`src/rtl/wec_pkg.sv`:
```
// Shared types, constants and rounding helpers of the weighted elementwise combine unit.
`timescale 1ns / 1ps
package wec_pkg;

    localparam int DATA_WIDTH   = 16;
    localparam int MAX_INPUTS   = 4;
    localparam int ELEM_FIELDS  = 4;
    localparam int DATA_FRAC    = 8;
    localparam int WEIGHT_FRAC  = 12;
    localparam int WEIGHT_WIDTH = 16;
    localparam int OP_WIDTH     = 2;
    localparam int COUNT_WIDTH  = 3;
    localparam int INDEX_WIDTH  = 2;
    localparam int REG_IDX_W    = 3;

    // Largest usable number of inputs
    localparam int INPUT_CAP = (MAX_INPUTS < ELEM_FIELDS) ? MAX_INPUTS : ELEM_FIELDS;

    // Product of two data words, or of a weight and a data word
    localparam int PROD_W = 2 * DATA_WIDTH;
    // Sum of four products
    localparam int SUM_W  = PROD_W + 2;
    // Width after the rounding shift of a product, before clipping
    localparam int SAT_W  = PROD_W + 1 - DATA_FRAC;

    localparam logic [PROD_W:0] PROD_RND = (PROD_W + 1)'(2 ** (DATA_FRAC - 1));
    localparam logic [SUM_W:0]  SUM_RND  = (SUM_W + 1)'(2 ** (WEIGHT_FRAC - 1));

    localparam logic [DATA_WIDTH-1:0] DATA_MAX = {1'b0, {(DATA_WIDTH - 1){1'b1}}};
    localparam logic [DATA_WIDTH-1:0] DATA_MIN = {1'b1, {(DATA_WIDTH - 1){1'b0}}};

    localparam logic [WEIGHT_WIDTH-1:0] WEIGHT_ONE  = WEIGHT_WIDTH'(2 ** WEIGHT_FRAC);
    localparam logic [COUNT_WIDTH-1:0]  COUNT_RESET = COUNT_WIDTH'(2);

    typedef enum logic [OP_WIDTH-1:0] {
        OP_PROD = 2'd0,
        OP_SUM  = 2'd1,
        OP_MAX  = 2'd2
    } t_op;

    typedef enum logic [REG_IDX_W-1:0] {
        REG_OPERATION   = 3'd0,
        REG_INPUT_COUNT = 3'd1,
        REG_WEIGHT_0    = 3'd2,
        REG_WEIGHT_1    = 3'd3,
        REG_WEIGHT_2    = 3'd4,
        REG_WEIGHT_3    = 3'd5
    } t_reg_idx;

    typedef logic signed [DATA_WIDTH-1:0] t_data;
    typedef t_data t_elems [ELEM_FIELDS];

    // Active configuration, count already clamped to the usable range
    typedef struct packed {
        logic [OP_WIDTH-1:0]                      op;
        logic [COUNT_WIDTH-1:0]                   count;
        logic [ELEM_FIELDS-1:0][WEIGHT_WIDTH-1:0] weight;
    } t_cfg;

    // One result word
    typedef struct packed {
        logic [DATA_WIDTH-1:0]  value;
        logic [INDEX_WIDTH-1:0] index;
        logic                   sat;
    } t_res;

    // Clip to the data range; in range when all bits above the sign agree with it
    function automatic t_res sat_clip(input logic [SAT_W-1:0] v);
        t_res r;
        r.index = '0;
        if ((&v[SAT_W-1:DATA_WIDTH-1]) || !(|v[SAT_W-1:DATA_WIDTH-1])) begin
            r.value = v[DATA_WIDTH-1:0];
            r.sat   = 1'b0;
        end else begin
            r.value = v[SAT_W-1] ? DATA_MIN : DATA_MAX;
            r.sat   = 1'b1;
        end
        return r;
    endfunction

    // Q16.16 product to Q8.8, round half up, then clip
    function automatic t_res round_prod(input logic [PROD_W-1:0] p);
        logic [PROD_W:0] t;
        t = {p[PROD_W-1], p} + PROD_RND;
        return sat_clip(t[PROD_W:DATA_FRAC]);
    endfunction

    // Q.20 sum to Q8.8, round half up, then clip
    function automatic t_res round_sum(input logic [SUM_W-1:0] s);
        logic [SUM_W:0]  t;
        logic [SAT_W-1:0] e;
        t = {s[SUM_W-1], s} + SUM_RND;
        e = SAT_W'($signed(t[SUM_W:WEIGHT_FRAC]));
        return sat_clip(e);
    endfunction

endpackage

```
`src/rtl/wec_sum_lane.sv`:
```
// Weighted sum lane: four weight products, adder tree, final round and clip.
`timescale 1ns / 1ps
module wec_sum_lane import wec_pkg::*; (
    input  logic   i_clk,
    input  logic   i_adv,
    input  t_cfg   i_cfg,
    input  t_elems i_x,
    output t_res   o_res
);

    logic signed [PROD_W-1:0] r_t [ELEM_FIELDS];
    logic signed [PROD_W:0]   r_s01, r_s23;
    logic signed [SUM_W-1:0]  r_tot;
    logic                     w_act [ELEM_FIELDS];

    always_comb begin
        for (int i = 0; i < ELEM_FIELDS; i++) begin
            w_act[i] = i_cfg.count > COUNT_WIDTH'(i);
        end
    end

    // Stage 1: products, inactive terms forced to zero
    // Stage 2: pair sums
    // Stage 3: total
    always_ff @(posedge i_clk) begin
        if (i_adv) begin
            for (int i = 0; i < ELEM_FIELDS; i++) begin
                r_t[i] <= w_act[i]
                    ? PROD_W'($signed(i_cfg.weight[i])) * PROD_W'(i_x[i])
                    : '0;
            end
            r_s01 <= (PROD_W + 1)'(r_t[0]) + (PROD_W + 1)'(r_t[1]);
            r_s23 <= (PROD_W + 1)'(r_t[2]) + (PROD_W + 1)'(r_t[3]);
            r_tot <= SUM_W'(r_s01) + SUM_W'(r_s23);
        end
    end

    assign o_res = round_sum(r_tot);

endmodule

```
`config.mk`:
```
export PLATFORM = sky130hd
export DESIGN_NAME = wec_sum_lane
export DESIGN_NICKNAME = d
export VERILOG_FILES = /design/src/rtl/wec_pkg.sv /design/src/rtl/wec_sum_lane.sv
export SDC_FILE = /design/constraint.sdc
export NUM_CORES = 2
export LEC_CHECK = 0
export BUFFER_PORTS_ARGS = -buffer_cell sky130_fd_sc_hd__clkbuf_2
export CELL_PAD_IN_SITES_DETAIL_PLACEMENT = 0
export CELL_PAD_IN_SITES_GLOBAL_PLACEMENT = 1
export CORE_AREA = 5 5 337 339
export DETAILED_ROUTE_END_ITERATION = 10
export DIE_AREA = 0 0 342 344
export PLACE_DENSITY = 0.88
export SYNTH_ARGS = -nofsm -noshare
export SYNTH_HDL_FRONTEND = slang
export SYNTH_SLANG_ARGS = --single-unit
```
`constraint.sdc`:
```
create_clock -name i_clk -period 7 [get_ports i_clk]
set_input_delay 1.05 -clock i_clk [delete_from_list [all_inputs] [get_ports i_clk]]
set_output_delay 1.05 -clock i_clk [all_outputs]
set_load 0.02 [all_outputs]
```
==> flow_summary.toml <==
[logic_synthesis]
synth.distinct_cells = 93
synth-seq-area-share = 0.127
yosys.area.top_type = "fa_1"
synth_compound_area_frac = 0.0712
synth.avg_cell_area_um2 = 9.56
ys_seq_elements = 217
synth.cell_area_um2 = 51400
synth_top_family_by_area = "adder cells"
async_flop_share = 0
synthMuxAreaShare = 0.00178
synth_xor_area_frac = 0.0331
synth_warnings = 0
synth_edf_count = 217
yosys.area_share.simple = 0.155
synth_top_area_share = 0.409
synthCells = 5375
yosys-top-cells-area = "fa_1 41%, edfxtp_1 13%, ha_1 10%"
synth_fa_ha_area_frac = 0.513
synth-main-ff-cell = "edfxtp_1"

[sta]
post-route-period-util = 0.952
worst_pin_slew_ns = 0.944
period_minus_slack_ns = 6.66
fmax_mhz = 150
hold-worst-slack_ns = 0.564
finClkSkew_ns = 0.0130
rsz0062_at_grt = "no"
final-setup-viol-count = 0
relSlewSlack = 0.371
drv_slew = 0
final-hold-violation-count = 0

[worst_hold_path]
hold_path.class = "reg2reg"
hold_end = "r_s23[0]"
worstHoldStart = "r_t[3][0]"
holdPathStages = 1

[clocking]
cts_post_setup_buffers_inserted = 0
cts_made_buffers = 24
clk_path_buf_depth = 3
cts_root_buf = "clkbuf_16"
htreeDepth = 1
cts.hold.buffers_added = 0
clk_pin_slew_ns = 0.06
cts_resized = 0
clock_sinks = 217
clkLatencyLatePin_ns = 0.53
cts_tree = "yes"

[floorplanning]
die_y_um = 344
coreArea_um2 = 110000
design.die.area_um2 = 118000
io_pins = 154
start_util = 0.467
rows = 122
die_w_um = 342

[worst_setup_path]
path_class = "in2reg"
worstPathRequired_ns = 7.27
cp_max_fo = 6
critPathLaunchType = "input port"
reg2reg_depth = 11
cp_data_arrival_time_ns = 6.93
r2r_end = "r_s23[32]"
reg2reg_from = "r_t[2][0]"
end_kind = "register"
r2r_slack_ns = 3.60

[routing]
route.detailed.drc = 0
routed_wl_um = 119000
vias = 37100
ant_nets = 0
drt_iter0_drc = 2025
wl_per_cell_um = 16.6
via_per_inst = 5.16
dr.pass1.iters = 6

[global_route]
busiest_layer = "met2"
met2_usage = 0.376
grt_pass1_vias = 39800
grt_max_degree = 115
globalRoute.totalOverflow = 0
globalRouteMet1Util = 0.286
antenna_found_initial = 3
track_usage = 0.210
gr-usage-met3 = 0.0167
grt_pass1_wl_um = 202000

[placement]
gp_congestion = 0.887
numPortBuffers = 149
dp_hpwl_um = 103000

[finish]
final_common_cell = "inv_1"
drive_above_1_share = 0.0904
final_cell_mix = "1198 x inv_1, 1050 x fa_1, 574 x nand2_1"
syn2layout_area_growth_pct = 9.67
nets = 7287

[outcome]
status = "finished clean"

[run]
drv_cap = 0
==> registers in the layout, summed over array words and instances, names as in the netlist <==
name / count
r_tot: 23
r_s01: 33
r_s23: 33
r_t: 128
==> worst max path at each step <==
stage | cells past startpoint | start | slack (ns) | end
CTS | 22 | i_cfg[23] | 0.37 | r_t[1][21]
detailed placement | 21 | i_cfg[31] | -0.17 | r_t[1][29]
global route | 20 | i_cfg[31] | 0.08 | r_t[1][29]
finish | 20 | i_cfg[31] | 0.34 | r_t[1][29]
global placement | 20 | i_cfg[31] | -0.09 | r_t[1][29]
floorplan | 20 | i_cfg[31] | 0.003 | r_t[1][31]
==> cells by family (layout without fill, tap and decap cells) <==
logic type,count (synthesis),in the layout
compound gates,545,545
xor+xnor,194,194
fa+ha+maj,1475,1475
buf+inv,1352,1670
flops,217,217
mux,9,9
other cells,1,3
simple gates,1582,1582
==> cell type report <==
class / count / area (um^2)
clock inverter: 17 / 146
timing repair buffer: 429 / 2910
fill: 9974 / 53700
multi-input combinational: 3807 / 39800
antenna: 1 / 2.50
sequential: 217 / 6520
inverter: 1198 / 4500
tap: 1488 / 1860
clock buffer: 26 / 629
==> cell usage after synthesis (10+ instances only) <==
cell type  count
a211o_1       10
fa_1        1050
o21a_1        27
and3_1        34
o21ai_0      108
o211ai_1      10
a21oi_1      167
nor2b_1       21
edfxtp_1     217
nand4_1       16
o21bai_1      21
clkbuf_1     148
a31oi_1       12
nand2_1      574
inv_1       1198
ha_1         425
a211oi_1      31
or3_1         25
nand3_1       43
o31ai_1       10
and2_1       530
a21o_1        46
xor2_1        51
nor2_1       192
nor3_1        49
nand2b_1      43
xnor2_1      143
==> layer usage <==
metal	up-vias	share of wire
met5	-	0.00019
met4	4	0.020
met3	182	0.045
met2	836	0.51
met1	18900	0.43
li1	17200	-
==> worst max-delay path, stage by stage <==
cell and delay [ns]:
clkbuf_2 0.15, nand2_1 0.10, inv_1 0.07, fa_1 0.74
fa_1 0.50, fa_1 0.51, fa_1 0.51, fa_1 0.49
inv_1 0.05, fa_1 0.50, inv_1 0.05, ha_1 0.29
a2111o_1 0.39, o21bai_1 0.18, a41oi_1 0.32, o2111ai_1 0.26
a221o_1 0.37, buf_4 0.14, xnor2_1 0.20, nor2_1 0.08
==> metrics by stage <==
step                      std cells  setup WS [ns]  TNS, ns  area, um^2  utilization
after floorplan                5376        0.00331        0       51400            -
after global placement         7139        -0.0897   -0.374       55600        0.505
after detailed placement       7139         -0.173    -1.05       55600        0.505
after CTS                      7182          0.371        0       56300        0.512
after global routing           7182         0.0815        0       56300        0.512
final                          7183          0.338        0       56300        0.512
Power is left out: the tool's default activity adds up to more than one toggle a clock period on the data nets, which glitch-free logic cannot reach.
