$ cat config.mk
export PLATFORM = sky130hd
export DESIGN_NAME = wec_max_lane
export DESIGN_NICKNAME = d
export VERILOG_FILES = /design/src/rtl/wec_pkg.sv /design/src/rtl/wec_max_lane.sv
export SDC_FILE = /design/constraint.sdc
export NUM_CORES = 1
export LEC_CHECK = 0
export ABC_AREA = 1
export BUFFER_PORTS_ARGS = -buffer_cell sky130_fd_sc_hd__buf_2
export CAP_MARGIN = 40
export CELL_PAD_IN_SITES_DETAIL_PLACEMENT = 1
export CELL_PAD_IN_SITES_GLOBAL_PLACEMENT = 2
export CORE_MARGIN = 5
export CORE_UTILIZATION = 33
export CTS_BUF_LIST = sky130_fd_sc_hd__clkbuf_8
export DETAILED_ROUTE_END_ITERATION = 16
export MAX_ROUTING_LAYER = met4
export PLACE_DENSITY_LB_ADDON = 0.1
export SLEW_MARGIN = 20
export SYNTH_ARGS = -nofsm -noshare
export SYNTH_HDL_FRONTEND = slang
export SYNTH_SLANG_ARGS = --single-unit
$ cat constraint.sdc
create_clock -name i_clk -period 2.5 [get_ports i_clk]
set_input_delay 0.25 -clock i_clk [delete_from_list [all_inputs] [get_ports i_clk]]
set_output_delay 0.25 -clock i_clk [all_outputs]
set_load 0.01 [all_outputs]
$ cat src/rtl/wec_pkg.sv
// Shared types, constants and rounding helpers of the weighted elementwise combine unit.
`timescale 1ns / 1ps
package wec_pkg;

    localparam int DATA_WIDTH   = 16;
    localparam int MAX_INPUTS   = 4;
    localparam int ELEM_FIELDS  = 4;
    localparam int DATA_FRAC    = 8;
    localparam int WEIGHT_FRAC  = 12;
    localparam int WEIGHT_WIDTH = 16;
    localparam int OP_WIDTH     = 2;
    localparam int COUNT_WIDTH  = 3;
    localparam int INDEX_WIDTH  = 2;
    localparam int REG_IDX_W    = 3;

    // Largest usable number of inputs
    localparam int INPUT_CAP = (MAX_INPUTS < ELEM_FIELDS) ? MAX_INPUTS : ELEM_FIELDS;

    // Product of two data words, or of a weight and a data word
    localparam int PROD_W = 2 * DATA_WIDTH;
    // Sum of four products
    localparam int SUM_W  = PROD_W + 2;
    // Width after the rounding shift of a product, before clipping
    localparam int SAT_W  = PROD_W + 1 - DATA_FRAC;

    localparam logic [PROD_W:0] PROD_RND = (PROD_W + 1)'(2 ** (DATA_FRAC - 1));
    localparam logic [SUM_W:0]  SUM_RND  = (SUM_W + 1)'(2 ** (WEIGHT_FRAC - 1));

    localparam logic [DATA_WIDTH-1:0] DATA_MAX = {1'b0, {(DATA_WIDTH - 1){1'b1}}};
    localparam logic [DATA_WIDTH-1:0] DATA_MIN = {1'b1, {(DATA_WIDTH - 1){1'b0}}};

    localparam logic [WEIGHT_WIDTH-1:0] WEIGHT_ONE  = WEIGHT_WIDTH'(2 ** WEIGHT_FRAC);
    localparam logic [COUNT_WIDTH-1:0]  COUNT_RESET = COUNT_WIDTH'(2);

    typedef enum logic [OP_WIDTH-1:0] {
        OP_PROD = 2'd0,
        OP_SUM  = 2'd1,
        OP_MAX  = 2'd2
    } t_op;

    typedef enum logic [REG_IDX_W-1:0] {
        REG_OPERATION   = 3'd0,
        REG_INPUT_COUNT = 3'd1,
        REG_WEIGHT_0    = 3'd2,
        REG_WEIGHT_1    = 3'd3,
        REG_WEIGHT_2    = 3'd4,
        REG_WEIGHT_3    = 3'd5
    } t_reg_idx;

    typedef logic signed [DATA_WIDTH-1:0] t_data;
    typedef t_data t_elems [ELEM_FIELDS];

    // Active configuration, count already clamped to the usable range
    typedef struct packed {
        logic [OP_WIDTH-1:0]                      op;
        logic [COUNT_WIDTH-1:0]                   count;
        logic [ELEM_FIELDS-1:0][WEIGHT_WIDTH-1:0] weight;
    } t_cfg;

    // One result word
    typedef struct packed {
        logic [DATA_WIDTH-1:0]  value;
        logic [INDEX_WIDTH-1:0] index;
        logic                   sat;
    } t_res;

    // Clip to the data range; in range when all bits above the sign agree with it
    function automatic t_res sat_clip(input logic [SAT_W-1:0] v);
        t_res r;
        r.index = '0;
        if ((&v[SAT_W-1:DATA_WIDTH-1]) || !(|v[SAT_W-1:DATA_WIDTH-1])) begin
            r.value = v[DATA_WIDTH-1:0];
            r.sat   = 1'b0;
        end else begin
            r.value = v[SAT_W-1] ? DATA_MIN : DATA_MAX;
            r.sat   = 1'b1;
        end
        return r;
    endfunction

    // Q16.16 product to Q8.8, round half up, then clip
    function automatic t_res round_prod(input logic [PROD_W-1:0] p);
        logic [PROD_W:0] t;
        t = {p[PROD_W-1], p} + PROD_RND;
        return sat_clip(t[PROD_W:DATA_FRAC]);
    endfunction

    // Q.20 sum to Q8.8, round half up, then clip
    function automatic t_res round_sum(input logic [SUM_W-1:0] s);
        logic [SUM_W:0]  t;
        logic [SAT_W-1:0] e;
        t = {s[SUM_W-1], s} + SUM_RND;
        e = SAT_W'($signed(t[SUM_W:WEIGHT_FRAC]));
        return sat_clip(e);
    endfunction

endpackage

$ cat src/rtl/wec_max_lane.sv
// Maximum lane: one compare per stage, index of the winner kept alongside.
`timescale 1ns / 1ps
module wec_max_lane import wec_pkg::*; (
    input  logic   i_clk,
    input  logic   i_adv,
    input  t_cfg   i_cfg,
    input  t_elems i_x,
    output t_res   o_res
);

    t_data                  r_m1, r_m2, r_m3;
    logic [INDEX_WIDTH-1:0] r_w1, r_w2, r_w3;
    t_data                  r_x2, r_x3_s1, r_x3_s2;
    logic                   w_take2, w_take3;

    // A later input wins only when strictly greater
    assign w_take2 = (i_cfg.count > COUNT_WIDTH'(2)) && (r_x2 > r_m1);
    assign w_take3 = (i_cfg.count > COUNT_WIDTH'(3)) && (r_x3_s2 > r_m2);

    always_ff @(posedge i_clk) begin
        if (i_adv) begin
            // Input one wins a tie with input zero
            if (i_x[0] > i_x[1]) begin
                r_m1 <= i_x[0];
                r_w1 <= INDEX_WIDTH'(0);
            end else begin
                r_m1 <= i_x[1];
                r_w1 <= INDEX_WIDTH'(1);
            end
            r_x2    <= i_x[2];
            r_x3_s1 <= i_x[3];

            r_m2    <= w_take2 ? r_x2 : r_m1;
            r_w2    <= w_take2 ? INDEX_WIDTH'(2) : r_w1;
            r_x3_s2 <= r_x3_s1;

            r_m3    <= w_take3 ? r_x3_s2 : r_m2;
            r_w3    <= w_take3 ? INDEX_WIDTH'(3) : r_w2;
        end
    end

    always_comb begin
        o_res.value = r_m3;
        o_res.index = r_w3;
        o_res.sat   = 1'b0;
    end

endmodule

==> impl_metrics.toml <==
[critical_path]
r2r_start = "r_x3_s2[11]"
crit_start = "r_x3_s2[11]"
rr_worst_depth = 11
worstPathArrival_ns = 2.33
path_cells = "ha_1 > nand2_1 > inv_1 > nand2_1 > nand2_1 > a21oi_2 > nand3_2 > nand2_4 > nand3_4 > nand2_1 > nand2_1"
critPathLaunchType = "flip-flop"
crit_family = "simple AND/OR/NAND/NOR gates"
worst_ep_required_time_ns = 2.63
critPathBufInv = 1
cpMostUsedCell = "nand2_1"
ff2ff_setup_slack_ns = 0.30
critPathMaxFanout = 18
cp_slowest_cell = "edfxtp_1"
max_stage_delay_ns = 0.42
crit_cells = 11
critPathKind = "flip-flop to flip-flop"
crit_path_end_kind = "flip-flop"

[placed_design]
gp_congestion = 0.830
dpl.hpwl_microns = 8820
dpl_worst_slack_ns = 0.196
port_buffers = 86

[logic_synthesis]
yosysSeqAreaShare_pct = 56.9
synth_cell_types = 27
syn_area_sq_um = 5330
async_flop_share_pct = 0
ys_seq_elements = 101
synthesis.nets = 702
synth-main-ff-cell = "edfxtp_1"
netlist_instances = 519
synth_edf_count = 101
synth_warnings = 0
avgSynthCellArea_sq_um = 10.3

[floorplan]
io_pins = 154
die_w_microns = 137
core-area_sq_um = 15900
die_height_microns = 137
placementRows = 46
initial_core_util_pct = 33.6
dieArea_sq_um = 18800

[power_and_ir_drop]
p_leak_nw = 3.05
p_per_area_nw_per_um2 = 701
ir_drop_mv = 0.299

[timing]
final.min_clock_period_ns = 2.20
slew_headroom_pct = 65.9
rsz0062_at_grt = "no"
whs_ns = 0.0379
hold_viol = 0
finalMaxSlewViolations = 0
finalWorstSetupSlack_ns = 0.297
tns_ns = 0
fmax_ghz = 0.454
fin_crit_sh_pct = 88.1
tightest_slew_ns = 0.511
clock_skew_ns = 0.0151
setup_viol = 0

[routing]
drtPass1Iterations = 4
vias_per_cell = 4.42
post_drt_wl_per_cell_microns = 13.7
final_antenna_net_count = 0
drc = 0
drtIter0Drc = 94
vias = 3678
wirelength_microns = 11400

[cts]
clock_latency_ns = 0.38
cts_setup_buffers = 0
h-tree-depth = 3
clockRootBuffer = "clkbuf_8"
numCtsBuffers = 9
ctsLongestPathBuffers = 2
clk_pin_slew_ns = 0.10
cts_tree = "done"
ctsResizeCount = 0
clock_sinks = 101
cts_hold_buf = 0

[finish]
mostFrequentLayoutCell = "nand2_1"
nets = 795
drive_gt1_share_pct = 22.4
layout_common_cells = "nand2_1 (155), edfxtp_1 (101), inv_1 (88)"
fillers = 1861
diodes = 0
utilization_pct = 39.4
area_growth_pct = 17.4

[hold_path]
worstHoldStart = "i_x[25]"
min_path_cells = 1
hold_class = "input port to flip-flop"

[run_status]
outcome = "complete, no violations"

[flow_run]
maxCapViolations = 0

[global_routing]
grt_usage_pct = 13.7
antenna_found_initial = 0
grt_pass1_wl_microns = 19200
grt_remaining_overflow = 0
grt_max_degree = 102
grt_pass1_vias = 4013
## layer usage
| metal | up-vias | share of wire (%) | wire length [microns] | GRT usage, % |
|---|---|---|---|---|
| met5 | - | 0 | 0 | - |
| met4 | 0 | 1.9 | 222 | 6.15 |
| met3 | 14 | 4.2 | 484 | 2.90 |
| met2 | 66 | 50 | 5710 | 23.3 |
| met1 | 1692 | 44 | 5030 | 15.5 |
| li1 | 1906 | - | - | - |
## flip-flops by register name, indices dropped and copies added (netlist names)
| register | flops |
|---|---|
| r_m1 | 16 |
| r_m2 | 16 |
| r_m3 | 16 |
| r_x2 | 16 |
| r_x3_s1 | 16 |
| r_x3_s2 | 16 |
| r_w2 | 2 |
| r_w3 | 2 |
| r_w1 | 1 |
## path summary, 6_finish.rpt
path / to
setup / recovery: r_m3[6]
hold / removal: r_x2[9]
setup reg to reg: r_m3[6]
hold reg to reg: r_x3_s2[1]
## layout make-up
cell class,instances,area [sq um],area share (%)
multi-input cells,320,1900,30.3
flip-flops and latches,101,3030,48.5
clock buffers,9,124,1.98
inverters,87,327,5.22
well taps,216,270,4.32
clock inverters,7,113,1.80
repair buffers,93,498,7.96
## through the flow
| step | cells | area [sq um] | total power, mW |
|---|---|---|---|
| global placement | 817 | 6020 | 3.21 |
| detailed placement | 817 | 6020 | 3.25 |
| global route | 833 | 6260 | 4.71 |
| CTS | 833 | 6260 | 4.47 |
| floorplan | 519 | 5330 | 2.89 |
| finish | 833 | 6260 | 4.39 |
## Yosys cell counts, types with 2 or more instances
cell type,n,share of area [%]
nand3_2,3,0.56
nand4_1,19,2.2
o21bai_1,2,0.28
inv_1,87,6.1
nand3_1,42,3.9
nor2_1,11,0.77
nor2_2,3,0.35
buf_4,3,0.42
ha_1,48,11
nand2_1,155,11
edfxtp_1,101,57
nand2_2,14,1.6
buf_2,5,0.47
nand2_4,3,0.63
a21oi_1,11,1.0
## kinds of logic (layout without fill, tap and decap cells)
kind of cell / Yosys count / count (layout) / share of synthesized area (%)
compound gates: 17 / 17 / 2.11
fa+ha+maj: 48 / 48 / 11.3
buf+inv: 98 / 196 / 7.58
flops: 101 / 101 / 56.9
other cells: 1 / 1 / 0.0703
simple gates: 254 / 254 / 22.1
## where the power goes
part           switching (mW)  leakage [nW]  internal, mW
Sequential             0.0933         0.992          2.13
Combinational           0.602          1.93         0.353
Clock                   0.551         0.125         0.661
(Power assumes the default switching activity.)
