==> config.mk <==
export PLATFORM = sky130hd
export DESIGN_NAME = wec_cfg_regs_flat
export DESIGN_NICKNAME = d
export VERILOG_FILES = /design/src/rtl/wec_pkg.sv /design/src/rtl/wec_cfg_if.sv /design/src/rtl/wec_cfg_regs.sv /design/src/flat_wrapper.sv
export SDC_FILE = /design/constraint.sdc
export NUM_CORES = 1
export LEC_CHECK = 0
export BUFFER_PORTS_ARGS = -buffer_cell sky130_fd_sc_hd__buf_2
export CORE_MARGIN = 1.5
export CORE_UTILIZATION = 53
export CTS_CLUSTER_SIZE = 40
export DETAILED_ROUTE_END_ITERATION = 8
export HOLD_SLACK_MARGIN = 0.02
export PLACE_DENSITY = 0.81
export SLEW_MARGIN = 20
export SYNTH_ARGS = -nofsm -noshare
export SYNTH_HDL_FRONTEND = slang
export SYNTH_SLANG_ARGS = --single-unit
==> constraint.sdc <==
create_clock -name i_clk -period 2.2 [get_ports i_clk]
set_input_delay 0.11 -clock i_clk [delete_from_list [all_inputs] [get_ports i_clk]]
set_output_delay 0.11 -clock i_clk [all_outputs]
set_load 0.02 [all_outputs]
==> src/rtl/wec_pkg.sv <==
// Shared types, constants and rounding helpers of the weighted elementwise combine unit.
`timescale 1ns / 1ps
package wec_pkg;

    localparam int DATA_WIDTH   = 16;
    localparam int MAX_INPUTS   = 4;
    localparam int ELEM_FIELDS  = 4;
    localparam int DATA_FRAC    = 8;
    localparam int WEIGHT_FRAC  = 12;
    localparam int WEIGHT_WIDTH = 16;
    localparam int OP_WIDTH     = 2;
    localparam int COUNT_WIDTH  = 3;
    localparam int INDEX_WIDTH  = 2;
    localparam int REG_IDX_W    = 3;

    // Largest usable number of inputs
    localparam int INPUT_CAP = (MAX_INPUTS < ELEM_FIELDS) ? MAX_INPUTS : ELEM_FIELDS;

    // Product of two data words, or of a weight and a data word
    localparam int PROD_W = 2 * DATA_WIDTH;
    // Sum of four products
    localparam int SUM_W  = PROD_W + 2;
    // Width after the rounding shift of a product, before clipping
    localparam int SAT_W  = PROD_W + 1 - DATA_FRAC;

    localparam logic [PROD_W:0] PROD_RND = (PROD_W + 1)'(2 ** (DATA_FRAC - 1));
    localparam logic [SUM_W:0]  SUM_RND  = (SUM_W + 1)'(2 ** (WEIGHT_FRAC - 1));

    localparam logic [DATA_WIDTH-1:0] DATA_MAX = {1'b0, {(DATA_WIDTH - 1){1'b1}}};
    localparam logic [DATA_WIDTH-1:0] DATA_MIN = {1'b1, {(DATA_WIDTH - 1){1'b0}}};

    localparam logic [WEIGHT_WIDTH-1:0] WEIGHT_ONE  = WEIGHT_WIDTH'(2 ** WEIGHT_FRAC);
    localparam logic [COUNT_WIDTH-1:0]  COUNT_RESET = COUNT_WIDTH'(2);

    typedef enum logic [OP_WIDTH-1:0] {
        OP_PROD = 2'd0,
        OP_SUM  = 2'd1,
        OP_MAX  = 2'd2
    } t_op;

    typedef enum logic [REG_IDX_W-1:0] {
        REG_OPERATION   = 3'd0,
        REG_INPUT_COUNT = 3'd1,
        REG_WEIGHT_0    = 3'd2,
        REG_WEIGHT_1    = 3'd3,
        REG_WEIGHT_2    = 3'd4,
        REG_WEIGHT_3    = 3'd5
    } t_reg_idx;

    typedef logic signed [DATA_WIDTH-1:0] t_data;
    typedef t_data t_elems [ELEM_FIELDS];

    // Active configuration, count already clamped to the usable range
    typedef struct packed {
        logic [OP_WIDTH-1:0]                      op;
        logic [COUNT_WIDTH-1:0]                   count;
        logic [ELEM_FIELDS-1:0][WEIGHT_WIDTH-1:0] weight;
    } t_cfg;

    // One result word
    typedef struct packed {
        logic [DATA_WIDTH-1:0]  value;
        logic [INDEX_WIDTH-1:0] index;
        logic                   sat;
    } t_res;

    // Clip to the data range; in range when all bits above the sign agree with it
    function automatic t_res sat_clip(input logic [SAT_W-1:0] v);
        t_res r;
        r.index = '0;
        if ((&v[SAT_W-1:DATA_WIDTH-1]) || !(|v[SAT_W-1:DATA_WIDTH-1])) begin
            r.value = v[DATA_WIDTH-1:0];
            r.sat   = 1'b0;
        end else begin
            r.value = v[SAT_W-1] ? DATA_MIN : DATA_MAX;
            r.sat   = 1'b1;
        end
        return r;
    endfunction

    // Q16.16 product to Q8.8, round half up, then clip
    function automatic t_res round_prod(input logic [PROD_W-1:0] p);
        logic [PROD_W:0] t;
        t = {p[PROD_W-1], p} + PROD_RND;
        return sat_clip(t[PROD_W:DATA_FRAC]);
    endfunction

    // Q.20 sum to Q8.8, round half up, then clip
    function automatic t_res round_sum(input logic [SUM_W-1:0] s);
        logic [SUM_W:0]  t;
        logic [SAT_W-1:0] e;
        t = {s[SUM_W-1], s} + SUM_RND;
        e = SAT_W'($signed(t[SUM_W:WEIGHT_FRAC]));
        return sat_clip(e);
    endfunction

endpackage

==> src/rtl/wec_cfg_if.sv <==
// Configuration write channel: register index and data.
`timescale 1ns / 1ps
interface wec_cfg_if import wec_pkg::*; ();
    logic                    valid;
    logic                    ready;
    logic [REG_IDX_W-1:0]    index;
    logic [WEIGHT_WIDTH-1:0] data;

    modport source (output valid, index, data, input ready);
    modport sink   (input valid, index, data, output ready);
endinterface

==> src/rtl/wec_cfg_regs.sv <==
// Configuration registers with input count clamping.
`timescale 1ns / 1ps
module wec_cfg_regs import wec_pkg::*; (
    input  logic      i_clk,
    input  logic      i_rst_n,
    input  logic      i_idle,
    wec_cfg_if.sink   i_cfg,
    output t_cfg      o_cfg
);

    logic [OP_WIDTH-1:0]                      r_op;
    logic [COUNT_WIDTH-1:0]                   r_count;
    logic [ELEM_FIELDS-1:0][WEIGHT_WIDTH-1:0] r_weight;
    logic                                     w_wr;

    // Writes only land while no word is in flight
    assign i_cfg.ready = i_idle;
    assign w_wr        = i_cfg.valid && i_idle;

    always_ff @(posedge i_clk) begin
        if (!i_rst_n) begin
            r_op     <= OP_SUM;
            r_count  <= COUNT_RESET;
            r_weight <= {ELEM_FIELDS{WEIGHT_ONE}};
        end else if (w_wr) begin
            unique case (t_reg_idx'(i_cfg.index))
                REG_OPERATION:   r_op        <= i_cfg.data[OP_WIDTH-1:0];
                REG_INPUT_COUNT: r_count     <= i_cfg.data[COUNT_WIDTH-1:0];
                REG_WEIGHT_0:    r_weight[0] <= i_cfg.data;
                REG_WEIGHT_1:    r_weight[1] <= i_cfg.data;
                REG_WEIGHT_2:    r_weight[2] <= i_cfg.data;
                REG_WEIGHT_3:    r_weight[3] <= i_cfg.data;
                default: ;
            endcase
        end
    end

    // Clamp the count into two .. INPUT_CAP
    always_comb begin
        o_cfg.op     = r_op;
        o_cfg.weight = r_weight;
        if (r_count < COUNT_WIDTH'(2)) begin
            o_cfg.count = COUNT_WIDTH'(2);
        end else if (r_count > COUNT_WIDTH'(INPUT_CAP)) begin
            o_cfg.count = COUNT_WIDTH'(INPUT_CAP);
        end else begin
            o_cfg.count = r_count;
        end
    end

endmodule

==> src/flat_wrapper.sv <==
// flat-port wrapper written by rule: the top's interface ports become plain ports
module wec_cfg_regs_flat import wec_pkg::*;
  (i_clk, i_rst_n, i_idle, o_cfg, i_cfg_valid, i_cfg_index, i_cfg_data, i_cfg_ready);
  wec_cfg_if i_cfg_i ();
  input  logic i_clk;
  input  logic i_rst_n;
  input  logic i_idle;
  output t_cfg o_cfg;
  input wire logic [$bits(i_cfg_i.valid)-1:0] i_cfg_valid;
  input wire logic [$bits(i_cfg_i.index)-1:0] i_cfg_index;
  input wire logic [$bits(i_cfg_i.data)-1:0] i_cfg_data;
  output wire logic [$bits(i_cfg_i.ready)-1:0] i_cfg_ready;
  assign i_cfg_i.valid = i_cfg_valid;
  assign i_cfg_i.index = i_cfg_index;
  assign i_cfg_i.data = i_cfg_data;
  assign i_cfg_ready = i_cfg_i.ready;
  wec_cfg_regs u_core (.i_clk(i_clk), .i_rst_n(i_rst_n), .i_idle(i_idle), .i_cfg(i_cfg_i), .o_cfg(o_cfg));
endmodule
==> metrics.md <==
| Metric | Value |
|---|---|
| Maximum VDD drop | `~0.5 mV` |
| CTS Buf Count | `9` |
| Critical Path AT | `1.09 ns` |
| Status | `completed` |
| DP Area | `between 0.003 and 0.004 mm²` |
| Post-CTS sizing | `0` |
| Crit. End Element | `output port` |
| Hold Fails Final Rpt | `0` |
| Clock transition at path regs | `0.07 ns` |
| Pwr Density | `725.8 mW/mm²` |
| Setup crit start kind | `flop` |
| Vias in the first global route | `1956` |
| Max-slew headroom | `between 60% and 70%` |
| Routed vias | `2082` |
| Filler cells | `402` |
| First-pass GRT wire length | `about 9000 µm` |
| Initial DRC Count | `108` |
| Max Freq | `between 800 and 900 MHz` |
| Detail Route Antenna Nets | `0` |
| Bufs and invs on worst path | `2` |
| Stages on the worst setup path | `3` |
| Final global-route overflow total | `0` |
| Hold Crit Class | `in2reg` |
| Worst-Margin Slew | `0.5983 ns` |
| GPL Wtd Cong | `between 0.7 and 0.8` |
| Crit Path Class | `reg2out` |
| Antenna violations before repair | `0` |
| Hold depth | `3` |
| Core area | `0.004755 mm²` |
| CP cell instances | `inv_1, and3_1, buf_2` |
| CP required | `2.09 ns` |
| #FFs+latches synth | `69` |
| RSZ-0062 raised after global routing | `false` |
| DRC | `0` |
| Final Setup Violations | `0` |
| # Post-CTS Setup Buffers | `0` |
| Worst-skew pair later-pin latency | `0.33 ns` |
| Cells after synthesis | `253` |
| Syn_area_per_cell | `10.42 µm²` |
| Input/output buffers | `92` |
| Post-layout min period | `1.196 ns` |
| Die Area | `0.005404 mm²` |
| Nets | `approximately 370` |
| Synth Cell Area | `0.002635 mm²` |
| TNS Setup | `0 ns` |
| Root cell of the clock tree | `clkbuf_8` |
| Via density | `between 5 and 6` |
| Reg2reg path depth | `2` |
| Syn Nets | `~280` |
| Pin count of the biggest net entering global routing | `65` |
| CTS tree | `yes` |
| Critical Path Max Stage Delay | `0.36 ns` |
| Worst path slowest cell | `dfxtp_1` |
| Commonest non-fill, non-tap cell in the layout | `buf_2` |
| Initial core utilization | `55.42%` |
| Layout cell share with drive strength beyond 1 | `33.14%` |
| Pleak | `1.474 nW` |
| Seq/Total Area, Yosys | `52.42%` |
| Period utilisation layout | `54.39%` |
| Max FO, Critical Path | `3` |
| Max-slew violations | `0` |
| Most frequent cells in the layout | `buf_2 (92), nand2_1 (78), dfxtp_1 (69), mux2i_1 (63), clkbuf_8 (10)` |
| # IOs | `between 90 and 100` |
| Clock Sinks | `69` |
| Clock buffer depth | `2` |
| Site Rows | `25` |
| Routed WL per cell | `~13 µm` |
| Hold-fix buffers, CTS | `2` |
| Antenna diode count | `0` |
| Ys Warns | `0` |
| Drt pass-1 iters | `4` |
| H-tree depth | `3` |
| HPWL after DPL | `3742 µm` |
| Clock skew | `0 ns` |
| Netlist cell types | `25` |
| GRT Total Usage | `21.96%` |
| Die H | `between 70 and 80 µm` |
| Die width | `73.51 µm` |
| Area delta synth->final | `25.74%` |
| Max cap viols | `0` |
| Routed WL | `5569 µm` |
| Design Area, Final | `0.003313 mm²` |
| Kind of cell adding the most delay to the critical path | `flip-flops` |
==> tightest hold or removal path, delay by kind of cell <==
| kind | cells | cell delay [ns] |
|---|---|---|
| mux | 1 | 0.13 |
| simple gates | 1 | 0.09 |
| buf+inv | 1 | 0.07 |
==> synth_stat cells <==
cell type	number	area [µm²]
a211o_1	2	17.52
and3_1	1	6.260
buf_1	6	22.52
buf_2	1	5.000
buf_4	1	7.510
buf_6	4	45.04
buf_8	1	15.01
clkbuf_1	3	11.26
dfxtp_1	69	1381
inv_1	3	11.26
mux2i_1	63	630.6
nand2_1	78	292.8
nand2b_1	1	6.260
nand2b_4	1	13.76
nand3_2	1	10.01
nand3b_4	1	20.02
nor2_2	1	6.260
nor2_4	2	22.52
nor2_8	1	20.02
nor3_1	2	10.01
o211ai_1	1	7.510
o21ai_0	4	20.02
o311ai_0	3	26.28
o31a_2	2	20.02
or2_1	1	6.260
==> path summary, 6_finish.rpt <==
| check | startpoint | to | slack, ns |
|---|---|---|---|
| worst min-delay path | i_cfg_data[11] | u_core.o_cfg[27] | 0.11 |
| worst max register to register | u_core.r_count[1] | u_core.r_count[1] | 1.42 |
| worst max-delay path | u_core.r_count[2] | o_cfg[64] | 1.00 |
| worst min register to register | u_core.o_cfg[54] | u_core.o_cfg[54] | 0.46 |
==> stage by stage <==
step | hold slack [ns] | power (W) | worst slack [ns] | instances | utilization, %
global route | 0.1157 | 0.002487 | 0.9891 | 414 | 69.68
CTS | 0.1000 | 0.002423 | 1.016 | 414 | 69.68
floorplan | 0.2278 | 0.001409 | 1.131 | 253 | -
finish | 0.1129 | 0.002405 | 1.004 | 414 | 69.68
global placement | 0.3312 | 0.001464 | 0.8295 | 398 | 65.47
detailed placement | 0.3331 | 0.001466 | 0.7792 | 398 | 65.47
==> cell type report <==
cell class | instances | area (µm²) | share of cell area [%]
Clock buffer | 12 | 145.1 | 4.381
Clock inverter | 2 | 35.03 | 1.057
Inverter | 3 | 11.26 | 0.3399
Multi-Input combinational cell | 165 | 1136 | 34.29
Sequential cell | 69 | 1381 | 41.69
Tap cell | 67 | 83.83 | 2.530
Timing Repair Buffer | 96 | 520.5 | 15.71
==> cells by family after synthesis <==
family | count (synthesis) | synth area share [%]
AND/OR/NAND/NOR | 90 | 15.72
flip-flops | 69 | 52.42
multiplexers | 63 | 23.93
buffers and inverters | 19 | 4.463
AO/OA/AOI/OAI | 12 | 3.467
==> per-layer routing <==
metal	wire length, µm	GRT usage, %	part of all wire [%]	up-vias
li1	-	-	-	1028
met1	2502	28.36	45	953
met2	2490	33.03	45	88
met3	466	7.682	8.4	13
met4	109	9.877	2.0	0
met5	0	0	0	-
==> flip-flops by register name (all words and copies together), names as in the netlist <==
name            flops
u_core.o_cfg       64
u_core.r_count      3
u_core.r_op         2
==> where the power goes <==
group	internal, W	switching (W)	total (W)
Clock	0.000541	0.000422	0.000963
Combinational	0.0000592	0.000107	0.000166
Sequential	0.00127	0.00000853	0.00127
Total	0.00187	0.000538	0.00240
Power figures use the tool's default switching activity.
